==> src/rtl/core/assert_macros.svh <==
// Assertion helpers shared by the RTL.
`ifndef ASSERT_MACROS_SVH
`define ASSERT_MACROS_SVH

// cond must hold at every clock edge out of reset
`define PFE_ASSERT_ALWAYS(lbl, clk, rst, cond, msg) \
   lbl: assert property (@(posedge clk) disable iff (rst) (cond)) else $error(msg);

// trig at one edge implies nxt at the following edge
`define PFE_ASSERT_NEXT(lbl, clk, rst, trig, nxt, msg) \
   lbl: assert property (@(posedge clk) disable iff (rst) (trig) |=> (nxt)) else $error(msg);

`endif

==> src/rtl/core/pfe_pkg.sv <==
package pfe_pkg;

   localparam int unsigned STACK_DEPTH_DEFAULT = 64;
   localparam int unsigned DATA_W = 32;

   localparam logic [7:0] CHAR_PLUS  = 8'd43;
   localparam logic [7:0] CHAR_MINUS = 8'd45;
   localparam logic [7:0] CHAR_STAR  = 8'd42;
   localparam logic [7:0] CHAR_ZERO  = 8'd48;
   localparam logic [7:0] CHAR_SPACE = 8'd32;

   typedef enum logic [1:0] {
      OP_ADD,
      OP_SUB,
      OP_MUL
   } op_type;

   typedef enum logic [1:0] {
      ST_OK        = 2'd0,
      ST_UNDERFLOW = 2'd1,
      ST_OVERFLOW  = 2'd2,
      ST_EMPTY     = 2'd3
   } status_type;

endpackage

==> src/rtl/core/postfix_stack_evaluator_top.sv <==
// Postfix (RPN) evaluator, one ASCII character per input item, 32-bit wrapping
// arithmetic. The top of stack sits in a register and the entries below it in a
// one-read, one-write synchronous RAM of STACK_DEPTH entries. A digit, any other
// pushed code, or a space streams at one per clock while no operator is pending.
// An operator with two operands reads the second entry from the RAM, then goes
// through the adder or 32x32 multiplier into the top register. An item marked
// last is held off while the result register still waits to be taken; its
// result (top of stack, status) appears the cycle after it completes, and the
// stack is empty again for the next expression.
`include "assert_macros.svh"

module postfix_stack_evaluator_top #(
   parameter int unsigned STACK_DEPTH = pfe_pkg::STACK_DEPTH_DEFAULT
) (
   input  logic        clock,
   input  logic        reset,
   input  logic        req_tvalid,
   output logic        req_tready,
   input  logic [7:0]  req_tdata,   // [7:0] character
   input  logic        req_tlast,   // last
   output logic        rsp_tvalid,
   input  logic        rsp_tready,
   output logic [39:0] rsp_tdata    // [31:0] value, [33:32] status, zero fill
);

   localparam int unsigned DW = $clog2(STACK_DEPTH + 1);
   localparam int unsigned AW = $clog2(STACK_DEPTH);
   localparam int unsigned W  = pfe_pkg::DATA_W;

   logic [DW-1:0]        depth_ff, depth_in;
   pfe_pkg::status_type  err_ff, err_in;
   logic [W-1:0]         top_ff, top_in;
   logic                 pend_ff, pend_in;
   logic                 pend_last_ff, pend_last_in;
   pfe_pkg::op_type      pend_op_ff, pend_op_in;
   logic                 rsp_valid_ff, rsp_valid_in;
   logic [W-1:0]         rsp_value_ff, rsp_value_in;
   pfe_pkg::status_type  rsp_status_ff, rsp_status_in;

   logic                 accept, rsp_free, pend_done, fin;
   logic [7:0]           ch;
   logic                 is_space, is_op;
   pfe_pkg::op_type      ch_op;
   logic                 mem_we, mem_re;
   logic [AW-1:0]        mem_waddr, mem_raddr;
   logic [W-1:0]         mem_rdata, alu_result;

   assign ch       = req_tdata;
   assign rsp_free = !rsp_valid_ff || rsp_tready;
   assign req_tready = !pend_ff && (!req_tlast || rsp_free);
   assign accept   = req_tvalid && req_tready;
   assign pend_done = pend_ff && (!pend_last_ff || rsp_free);

   assign is_space = (ch == pfe_pkg::CHAR_SPACE);
   assign is_op    = (ch == pfe_pkg::CHAR_PLUS) || (ch == pfe_pkg::CHAR_MINUS) ||
                     (ch == pfe_pkg::CHAR_STAR);

   always_comb begin
      case (ch)
         pfe_pkg::CHAR_MINUS: ch_op = pfe_pkg::OP_SUB;
         pfe_pkg::CHAR_STAR:  ch_op = pfe_pkg::OP_MUL;
         default:             ch_op = pfe_pkg::OP_ADD;
      endcase
   end

   pfe_stack_ram #(
      .DEPTH (STACK_DEPTH),
      .WIDTH (W)
   ) u_ram (
      .clock   (clock),
      .wr_en   (mem_we),
      .wr_addr (mem_waddr),
      .wr_data (top_ff),
      .rd_en   (mem_re),
      .rd_addr (mem_raddr),
      .rd_data (mem_rdata)
   );

   pfe_alu u_alu (
      .op     (pend_op_ff),
      .lhs    (mem_rdata),
      .rhs    (top_ff),
      .result (alu_result)
   );

   // RAM holds entries below the top; a pending operator blocks intake, so a
   // read never meets a write in the same cycle.
   assign mem_waddr = AW'(depth_ff - DW'(1));
   assign mem_raddr = AW'(depth_ff - DW'(2));

   always_comb begin
      depth_in      = depth_ff;
      err_in        = err_ff;
      top_in        = top_ff;
      pend_in       = pend_ff;
      pend_last_in  = pend_last_ff;
      pend_op_in    = pend_op_ff;
      rsp_valid_in  = rsp_valid_ff;
      rsp_value_in  = rsp_value_ff;
      rsp_status_in = rsp_status_ff;
      mem_we        = 1'b0;
      mem_re        = 1'b0;
      fin           = 1'b0;

      if (accept) begin
         if (is_space) begin
            fin = req_tlast;
         end else if (is_op) begin
            if (depth_ff < DW'(2)) begin
               if (err_ff == pfe_pkg::ST_OK) begin
                  err_in = pfe_pkg::ST_UNDERFLOW;
               end
               fin = req_tlast;
            end else begin
               mem_re       = 1'b1;
               pend_in      = 1'b1;
               pend_last_in = req_tlast;
               pend_op_in   = ch_op;
            end
         end else begin
            if (depth_ff >= DW'(STACK_DEPTH)) begin
               if (err_ff == pfe_pkg::ST_OK) begin
                  err_in = pfe_pkg::ST_OVERFLOW;
               end
            end else begin
               mem_we   = (depth_ff != '0);
               top_in   = W'(ch) - W'(pfe_pkg::CHAR_ZERO);
               depth_in = depth_ff + DW'(1);
            end
            fin = req_tlast;
         end
      end

      if (pend_done) begin
         top_in   = alu_result;
         depth_in = depth_ff - DW'(1);
         pend_in  = 1'b0;
         fin      = pend_last_ff;
      end

      if (fin) begin
         rsp_valid_in = 1'b1;
         rsp_value_in = (depth_in != '0) ? top_in : '0;
         if (err_in != pfe_pkg::ST_OK) begin
            rsp_status_in = err_in;
         end else if (depth_in == '0) begin
            rsp_status_in = pfe_pkg::ST_EMPTY;
         end else begin
            rsp_status_in = pfe_pkg::ST_OK;
         end
         depth_in = '0;
         err_in   = pfe_pkg::ST_OK;
      end else if (rsp_tready) begin
         rsp_valid_in = 1'b0;
      end
   end

   always_ff @(posedge clock) begin
      if (reset) begin
         depth_ff     <= '0;
         err_ff       <= pfe_pkg::ST_OK;
         pend_ff      <= 1'b0;
         rsp_valid_ff <= 1'b0;
      end else begin
         depth_ff     <= depth_in;
         err_ff       <= err_in;
         pend_ff      <= pend_in;
         rsp_valid_ff <= rsp_valid_in;
      end
   end

   always_ff @(posedge clock) begin
      top_ff        <= top_in;
      pend_last_ff  <= pend_last_in;
      pend_op_ff    <= pend_op_in;
      rsp_value_ff  <= rsp_value_in;
      rsp_status_ff <= rsp_status_in;
   end

   assign rsp_tvalid = rsp_valid_ff;
   assign rsp_tdata  = {6'b0, rsp_status_ff, rsp_value_ff};

   `PFE_ASSERT_ALWAYS(a_depth_bound, clock, reset, depth_ff <= DW'(STACK_DEPTH), "stack depth beyond capacity")
   `PFE_ASSERT_NEXT(a_op_pends, clock, reset, accept && is_op && depth_ff >= DW'(2), pend_ff, "operator with operands did not pend")
   `PFE_ASSERT_NEXT(a_pend_holds, clock, reset, pend_ff && !pend_done, pend_ff && $stable(mem_rdata) && $stable(top_ff), "stalled operator lost its operands")
   `PFE_ASSERT_NEXT(a_fin_clears, clock, reset, fin, rsp_valid_ff && depth_ff == '0 && err_ff == pfe_pkg::ST_OK, "expression end did not clear stack")

endmodule

==> src/rtl/core/pfe_stack_ram.sv <==
module pfe_stack_ram #(
   parameter int unsigned DEPTH = pfe_pkg::STACK_DEPTH_DEFAULT,
   parameter int unsigned WIDTH = pfe_pkg::DATA_W
) (
   input  logic                     clock,
   input  logic                     wr_en,
   input  logic [$clog2(DEPTH)-1:0] wr_addr,
   input  logic [WIDTH-1:0]         wr_data,
   input  logic                     rd_en,
   input  logic [$clog2(DEPTH)-1:0] rd_addr,
   output logic [WIDTH-1:0]         rd_data
);

   logic [WIDTH-1:0] mem [DEPTH];
   logic [WIDTH-1:0] rd_data_ff;

   always_ff @(posedge clock) begin
      if (wr_en) begin
         mem[wr_addr] <= wr_data;
      end
   end

   always_ff @(posedge clock) begin
      if (rd_en) begin
         rd_data_ff <= mem[rd_addr];
      end
   end

   assign rd_data = rd_data_ff;

endmodule

==> src/rtl/core/pfe_alu.sv <==
module pfe_alu (
   input  pfe_pkg::op_type              op,
   input  logic [pfe_pkg::DATA_W-1:0]   lhs,
   input  logic [pfe_pkg::DATA_W-1:0]   rhs,
   output logic [pfe_pkg::DATA_W-1:0]   result
);

   always_comb begin
      case (op)
         pfe_pkg::OP_ADD: result = lhs + rhs;
         pfe_pkg::OP_SUB: result = lhs - rhs;
         pfe_pkg::OP_MUL: result = lhs * rhs;
         default:         result = lhs + rhs;
      endcase
   end

endmodule
==> config.mk <==
export PLATFORM = sky130hd
export DESIGN_NAME = postfix_stack_evaluator_top
export DESIGN_NICKNAME = d
export VERILOG_FILES = /design/src/rtl/core/pfe_pkg.sv /design/src/rtl/core/postfix_stack_evaluator_top.sv /design/src/rtl/core/pfe_stack_ram.sv /design/src/rtl/core/pfe_alu.sv
export VERILOG_INCLUDE_DIRS = /design/src /design/src/rtl/core
export SDC_FILE = /design/constraint.sdc
export NUM_CORES = 2
export LEC_CHECK = 0
export ABC_AREA = 1
export BUFFER_PORTS_ARGS = -buffer_cell sky130_fd_sc_hd__buf_2
export CELL_PAD_IN_SITES_DETAIL_PLACEMENT = 1
export CELL_PAD_IN_SITES_GLOBAL_PLACEMENT = 2
export CORE_MARGIN = 3
export CORE_UTILIZATION = 45
export CTS_CLUSTER_DIAMETER = 120
export DETAILED_ROUTE_END_ITERATION = 8
export PLACE_DENSITY_LB_ADDON = 0.1
export SYNTH_ARGS = -nofsm -noshare
export SYNTH_HDL_FRONTEND = slang
export SYNTH_SLANG_ARGS = --single-unit
==> constraint.sdc <==
create_clock -name clock -period 16.24 [get_ports clock]
set_input_delay 0.812 -clock clock [delete_from_list [all_inputs] [get_ports clock]]
set_output_delay 0.812 -clock clock [all_outputs]
set_load 0.01 [all_outputs]
**After elaboration in Yosys (flattened, before gate mapping)**

Memory sizes are Yosys's and may differ from the RTL's. A register that Yosys moved wholly into a read port is not among the register bits.
Cells that the tools add are included.

- Equality and inequality tests: 6
- Bitwise gates (word level): 2
- Order comparisons: 2
- Multipliers: 1
- Reductions and logical operators: 21
- Muxes and demuxes: 38
- Shift-type cells: 0
- Divide/modulo/power cells: 0
- Add/subtract/negate cells: 6

Operators with widths:

| kind | number |
|---|---|
| 2-to-1 mux 32 bit | 5 |
| case mux 32 bit (2 select lines) | 1 |
| 2-to-1 mux 7 bit | 5 |
| adder 32 bit | 1 |
| equality test 8 x 6 -> 1 bit, second input constant | 4 |
| multiplier 32 x 32 -> 32 bit | 1 |
| subtractor 32 bit | 1 |
| 2-to-1 mux 2 bit | 9 |
| 2-to-1 mux 1 bit | 17 |
| nonzero test 7 bit | 2 |
| subtractor 8 x 6 -> 9 bit, second input constant | 1 |
| adder 7 x 1 -> 7 bit, second input constant | 1 |
| greater-or-equal comparator 7 bit, second input constant | 1 |
| zero test 7 bit | 1 |
| < comparator 7 x 2 -> 1 bit, second input constant | 1 |
| subtractor 7 x 1 -> 7 bit, second input constant | 1 |
| subtractor 6 x 2 -> 6 bit, second input constant | 1 |
| logical OR 1 bit | 5 |
| zero test 1 bit | 4 |
| case mux 2 bit (2 select lines) | 1 |
| AND reduction 4 bit | 1 |
| nonzero test 2 bit | 2 |
| OR reduction 2 bit | 2 |
| logical AND 1 bit | 3 |
| other kinds (4) | 5 |

- Bits in writable memories: 2048
- Latch bits: 0
- ROM bits: 0
- Bits of input ports: 13
- Register bits after elaboration: 80
- Memories kept: 1
- Output and inout port bits: 42

Memory list:

| memory | depth | width | rd ports | clocked after Yosys merged registers in | wr ports | RTL line | text |
|---|---|---|---|---|---|---|---|
| u_ram.mem | 64 | 32 | 1 | 1 | 1 | pfe_stack_ram.sv:14 | `logic [WIDTH-1:0] mem [DEPTH];` |

**Logic depth before layout (Yosys ltp)**

- Depth in word-level cells: 10
- Depth in mapped cells: 37
- Mapped depth without buffers: 35

**Hierarchy**

A second synthesis with hierarchy kept.

- Cell total of the unflattened synthesis: 10038
- Area total of the unflattened synthesis: 106478.4 um2

Modules (own cells, without submodules):

| module | instances | seq. area each (um2) | area an instance (um2) | cells each |
|---|---|---|---|---|
| pfe_stack_ram | 1 | 62459.9 | 83058.4 | 6769 |
| pfe_alu | 1 | 0.0 | 19547.5 | 2809 |
| postfix_stack_evaluator_top | 1 | 1971.9 | 3872.5 | 460 |

**Least setup slack after synthesis**

No wires, ideal clock.

- Path type: flip-flop to flip-flop
- Start point: register top_ff[7]
- End point: register rsp_value_ff[31], data pin
- Cell stages (with the launch flop): 29
- Required time: 15.984 ns
- Slack: 8.671 ns
- Library setup time: 0.256 ns
- Buffers on the path: 2
- Arrival time: 7.313 ns
- Cells stage by stage: dfxtp_1 > clkbuf_1 > buf_1 > nand2_1 > inv_1 > fa_1 > fa_1 > fa_1 > inv_1 > fa_1 > inv_1 > fa_1 > inv_1 > fa_1 > inv_1 > fa_1 > fa_1 > ha_1 > a21oi_1 > o21ai_0 > a21oi_1 > nand3_1 > a21o_1 > a21boi_0 > inv_1 > nand2_1 > nand3_1 > nand2_1 > a21oi_1

- Longest elaborated chain between the ends: 3
- Elaborated cells on any way between the ends: 5
- Classes of those cells: add/sub (2); mul (1); mux (2)

Ends and longest elaborated chain:

| item | RTL line | text |
|---|---|---|
| start: declaration | postfix_stack_evaluator_top.sv:32 | `logic [W-1:0] top_ff, top_in;` |
| start signal: assignment | postfix_stack_evaluator_top.sv:173 | `top_ff <= top_in;` |
| multiplier 32 x 32 -> 32 bit (tied with other cells) | pfe_alu.sv:12 | `pfe_pkg::OP_MUL: result = lhs * rhs;` |
| case mux 32 bit (2 select lines) (*) | pfe_alu.sv:9 | `case (op)` |
| 2-to-1 mux 32 bit (*) | postfix_stack_evaluator_top.sv:134 | `if (pend_done) begin` |
| end signal: assignment | postfix_stack_evaluator_top.sv:176 | `rsp_value_ff <= rsp_value_in;` |
| end: declaration | postfix_stack_evaluator_top.sv:37 | `logic [W-1:0] rsp_value_ff, rsp_value_in;` |

Every way passes the cells marked *; elsewhere a longest branch is shown, timed or not.
A chain may end at the register's enable or synchronous reset.

**Worst setup path in the final report**

- Start point: register top_ff[8]
- End point: register rsp_value_ff[22], data pin

- Longest elaborated chain between the ends: 3
- Elaborated cells on any way between the ends: 5
- Classes of those cells: add/sub (2); mul (1); mux (2)

Ends and longest elaborated chain:

| item | RTL line |
|---|---|
| multiplier 32 x 32 -> 32 bit (tied with other cells) | pfe_alu.sv:12 |
| case mux 32 bit (2 select lines) (*) | pfe_alu.sv:9 |
| 2-to-1 mux 32 bit (*) | postfix_stack_evaluator_top.sv:134 |
| via top_in[22] | postfix_stack_evaluator_top.sv:32 |

The timed path passes the listed nets; every way through them passes the cells marked *.

==> results.rst <==
.. list-table::
   :header-rows: 1

   * - Metric
     - Value
   * - Result of the run
     - finished clean
   * - Setup_tns
     - 0 ns
   * - Synth Cell Area
     - 104,000 um2
   * - PostCTS Resize Cnt
     - 0
   * - Number of clock sinks
     - 2,160
   * - Top area cells in the synthesized netlist
     - sky130_fd_sc_hd__edfxtp_1, sky130_fd_sc_hd__fa_1, sky130_fd_sc_hd__o21ai_0
   * - Insertion delay of the later-clocked pin in the worst-skew pair
     - 0.89 ns
   * - Maximum level of the CTS H-tree
     - 4
   * - Max cap viols
     - 0
   * - Static leakage power
     - 0.04410 uW
   * - Biggest fanout along the worst timing path
     - 74
   * - Area enclosed by the die boundary
     - 237,000 um2
   * - Number of I/O pins
     - 55
   * - Required time of the critical path
     - 16.93 ns
   * - Flip-flop and latch count after synthesis
     - 2,160
   * - Highest clock rate
     - 127.7 MHz
   * - Count of final hold-check violations
     - 0
   * - Number of DRC violations after detailed-routing iteration 0
     - 8,468
   * - Pre-Repair DR Iteration Count
     - 5
   * - Wire length per cell
     - 30.58 um
   * - Number of buffers created by CTS
     - 222
   * - Synth warn
     - 0
   * - Std-Cell Core Area
     - 228,600 um2
   * - Capturing element of the worst setup path
     - rsp_value_ff[22]
   * - Final critical delay including setup and external delays
     - 7.829 ns
   * - Worst-case clock skew
     - 0.1070 ns
   * - Total congestion overflow
     - 0
   * - Number of enable-type register cells in the synthesized netlist
     - 2,117
   * - Worst Setup Path Type
     - register to register
   * - Share of the clock period used by the worst path
     - 48.21%
   * - Drt via density
     - 6.020
   * - Synth Flop Type
     - sky130_fd_sc_hd__edfxtp_1
   * - Die width
     - 486.8 um
   * - Highest ir drop seen on vdd
     - 0.0003206 V
   * - Maximum number of pins on one net before global-route repair
     - 157
   * - Number of routed nets with antenna violations
     - 0
   * - RD Place Congestion
     - 0.8961
   * - Worst min path class
     - input port to register
   * - Starting utilization of the core area
     - 45.51%
   * - Final WL
     - 378,000 um
   * - Register area share after synthesis
     - 61.93%
   * - Yosys cell types
     - 58
   * - Clock tree from TritonCTS
     - built
   * - Overall power of the completed layout
     - 18,570 uW
   * - Worst setup slack for register-to-register paths
     - 8.41 ns
   * - Port bufs
     - 48
   * - Total number of vias
     - 74,410
   * - Number of max-slew violations in the final report
     - 0
   * - Global-route usage over all layers
     - 31.65%
   * - Antenna violations before repair
     - 33
   * - Data arrival time of the critical path
     - 8.52 ns
   * - Number of cell instances on the worst register-to-register path
     - 27
   * - Post-synthesis to final-layout area growth
     - 10.74%
   * - Register clock-pin slew on the reported worst setup and hold paths
     - 0.06 ns
   * - Root buf cell
     - sky130_fd_sc_hd__clkbuf_16
   * - Transition at the pin with the smallest max-transition slack
     - 1.319 ns
   * - FFs w/ async S/R, synth
     - 0%
   * - Wire length of the first global-routing pass
     - 544,000 um
   * - Synthesized area per cell
     - 11.24 um2
   * - Bufs on Longest Clock Path
     - 3
   * - Setup violations, final
     - 0
   * - Normalized max-slew margin
     - 11.14%
   * - Net count reported at finish
     - 9,742
   * - Critical path capture point type
     - register
   * - HPWL after detailed placement
     - 222,600 um
   * - RSZ-0062 raised after global routing
     - no
   * - Worst setup path start
     - top_ff[8]
   * - Post-CTS setup repair buffer count
     - 0
   * - DRC Markers
     - 0
   * - Reg-to-reg startpoint
     - top_ff[8]
   * - Power density over the cells
     - 161.2 nW/um2
   * - Total number of placement rows
     - 175
   * - Startpoint class of the critical path
     - register
   * - Synth cell count leaders
     - sky130_fd_sc_hd__edfxtp_1, sky130_fd_sc_hd__nor2_1, sky130_fd_sc_hd__o21ai_0
   * - Cell taking the most area after synthesis
     - sky130_fd_sc_hd__edfxtp_1
   * - Most common cell in the synthesized netlist
     - sky130_fd_sc_hd__edfxtp_1
   * - Height of the die
     - 486.8 um
   * - Top-area cell type share of the netlist area
     - 61.11%
   * - Vias in the first global route
     - 76,530
   * - Post-cts hold buffer count
     - 0
   * - Worst reg2reg endpoint
     - rsp_value_ff[22]
   * - Fraction of final layout cells with drive strength greater than 1
     - 7.531%
   * - Number of cells produced by synthesis
     - 9,259
## worst max-delay path, cell delays in order (launching register included)
cell,delay (ns)
sky130_fd_sc_hd__dfxtp_4,0.55
sky130_fd_sc_hd__buf_4,0.87
sky130_fd_sc_hd__nand2_1,0.11
sky130_fd_sc_hd__inv_1,0.12
sky130_fd_sc_hd__fa_1,0.43
sky130_fd_sc_hd__fa_1,0.46
sky130_fd_sc_hd__fa_1,0.52
sky130_fd_sc_hd__inv_1,0.06
sky130_fd_sc_hd__fa_1,0.48
sky130_fd_sc_hd__inv_1,0.05
sky130_fd_sc_hd__ha_1,0.27
sky130_fd_sc_hd__ha_1,0.29
sky130_fd_sc_hd__fa_1,0.50
sky130_fd_sc_hd__fa_1,0.43
sky130_fd_sc_hd__ha_1,0.38
sky130_fd_sc_hd__nand2_1,0.14
sky130_fd_sc_hd__nor2_1,0.12
sky130_fd_sc_hd__inv_1,0.09
sky130_fd_sc_hd__nor3_1,0.53
sky130_fd_sc_hd__nand4_1,0.23
sky130_fd_sc_hd__nand3_1,0.18
sky130_fd_sc_hd__xor2_1,0.23
sky130_fd_sc_hd__nand2_1,0.09
sky130_fd_sc_hd__nand2_1,0.08
sky130_fd_sc_hd__nand2_1,0.05
sky130_fd_sc_hd__nand3_1,0.17
sky130_fd_sc_hd__nand2_1,0.09
sky130_fd_sc_hd__inv_1,0.16
## cell type report
| type | instances | area (um2) |
|---|---|---|
| well taps | 3009 | 3765 |
| clock buffers | 278 | 5817 |
| flip-flops and latches | 2160 | 64540 |
| repair buffers | 256 | 1952 |
| clock inverters | 125 | 1206 |
| inverters | 938 | 3553 |
| diodes | 17 | 42.54 |
| multi-input cells | 5578 | 34330 |
| fillers | 23860 | 113400 |
## logic make-up after synthesis
| logic type | Yosys count | synth area share [%] |
|---|---|---|
| AND/OR/NAND/NOR | 2722 | 10.24 |
| AO/OA/AOI/OAI | 2220 | 11.85 |
| flip-flops | 2160 | 61.93 |
| buffers and inverters | 1526 | 5.643 |
| adder cells (fa/ha/maj) | 573 | 9.843 |
| XOR/XNOR | 57 | 0.4871 |
| other | 1 | 0.003605 |
## metal layers
metal / vias to the layer above / track usage [%] / share of wire [%]
met2: 2718 / 52.45 / 48
met1: 39220 / 42.78 / 41
met5: - / 0 / 0.0034
met4: 2 / 11.49 / 4.0
li1: 31890 / - / -
met3: 586 / 4.260 / 6.6
## per-stage QoR
step	worst slack [ns]	instances	hold slack, ns	cell area (um2)	utilization (%)
after detailed placement	8.397	11940	0.5138	108100	47.30
after floorplan	8.671	9264	0.4726	104100	-
final	8.411	12360	0.2383	115200	50.40
after global placement	8.446	11940	0.4936	108100	47.30
after CTS	8.396	12340	0.1921	115200	50.38
after global routing	8.038	12350	0.1943	115200	50.39
## placed cells by master, fill, tap and decap left out, types with 8 or more instances in the layout
cell type                   count
sky130_fd_sc_hd__edfxtp_1    2117
sky130_fd_sc_hd__nor2_1      1513
sky130_fd_sc_hd__o21ai_0     1367
sky130_fd_sc_hd__nand2_1      930
sky130_fd_sc_hd__inv_1        923
sky130_fd_sc_hd__o22ai_1      600
sky130_fd_sc_hd__fa_1         409
sky130_fd_sc_hd__clkbuf_16    223
sky130_fd_sc_hd__buf_4        196
sky130_fd_sc_hd__ha_1         163
sky130_fd_sc_hd__nand3_1      123
sky130_fd_sc_hd__a21oi_1       99
sky130_fd_sc_hd__nor2_4        67
sky130_fd_sc_hd__o32ai_1       64
sky130_fd_sc_hd__clkinv_1      58
sky130_fd_sc_hd__clkbuf_1      52
sky130_fd_sc_hd__buf_2         48
sky130_fd_sc_hd__xor2_1        37
sky130_fd_sc_hd__clkinv_2      34
sky130_fd_sc_hd__nand4_1       30
sky130_fd_sc_hd__dfxtp_4       26
sky130_fd_sc_hd__nor3_1        21
sky130_fd_sc_hd__diode_2       17
sky130_fd_sc_hd__xnor2_1       17
sky130_fd_sc_hd__o211ai_1      16
sky130_fd_sc_hd__bufinv_16     16
sky130_fd_sc_hd__or2_2         12
sky130_fd_sc_hd__buf_12        12
sky130_fd_sc_hd__o21bai_1      11
sky130_fd_sc_hd__a31oi_1        9
sky130_fd_sc_hd__a21o_1         9
sky130_fd_sc_hd__dfxtp_1        9
sky130_fd_sc_hd__nand3b_1       8
sky130_fd_sc_hd__dfxtp_2        8
## worst min-delay path by stage
stage                     startpoint      endpoint  slack, ns  cells after the start
after floorplan            err_ff[0]     err_ff[0]       0.47                      2
after global placement     err_ff[0]     err_ff[0]       0.49                      2
after detailed placement   err_ff[0]     err_ff[0]       0.51                      2
after CTS                  req_tlast  pend_last_ff       0.19                      1
after global routing       req_tlast  pend_last_ff       0.19                      1
final                      req_tlast  pend_last_ff       0.24                      1
## report_power, final
group | switching (uW) | internal (uW) | total, uW
clock | 2200 | 2790 | 4990
sequential | 99.9 | 6240 | 6340
combinational | 4860 | 2380 | 7240
total | 7160 | 11400 | 18600
## sequential cells by signal (all words and copies together) (netlist names), 2 cells and up
name	cells
u_ram.mem	2048
rsp_value_ff	32
top_ff	32
u_ram.rd_data	32
depth_ff	7
err_ff	2
pend_op_ff	2
rsp_status_ff	2
No activity file was read; power rests on OpenSTA's default activity.
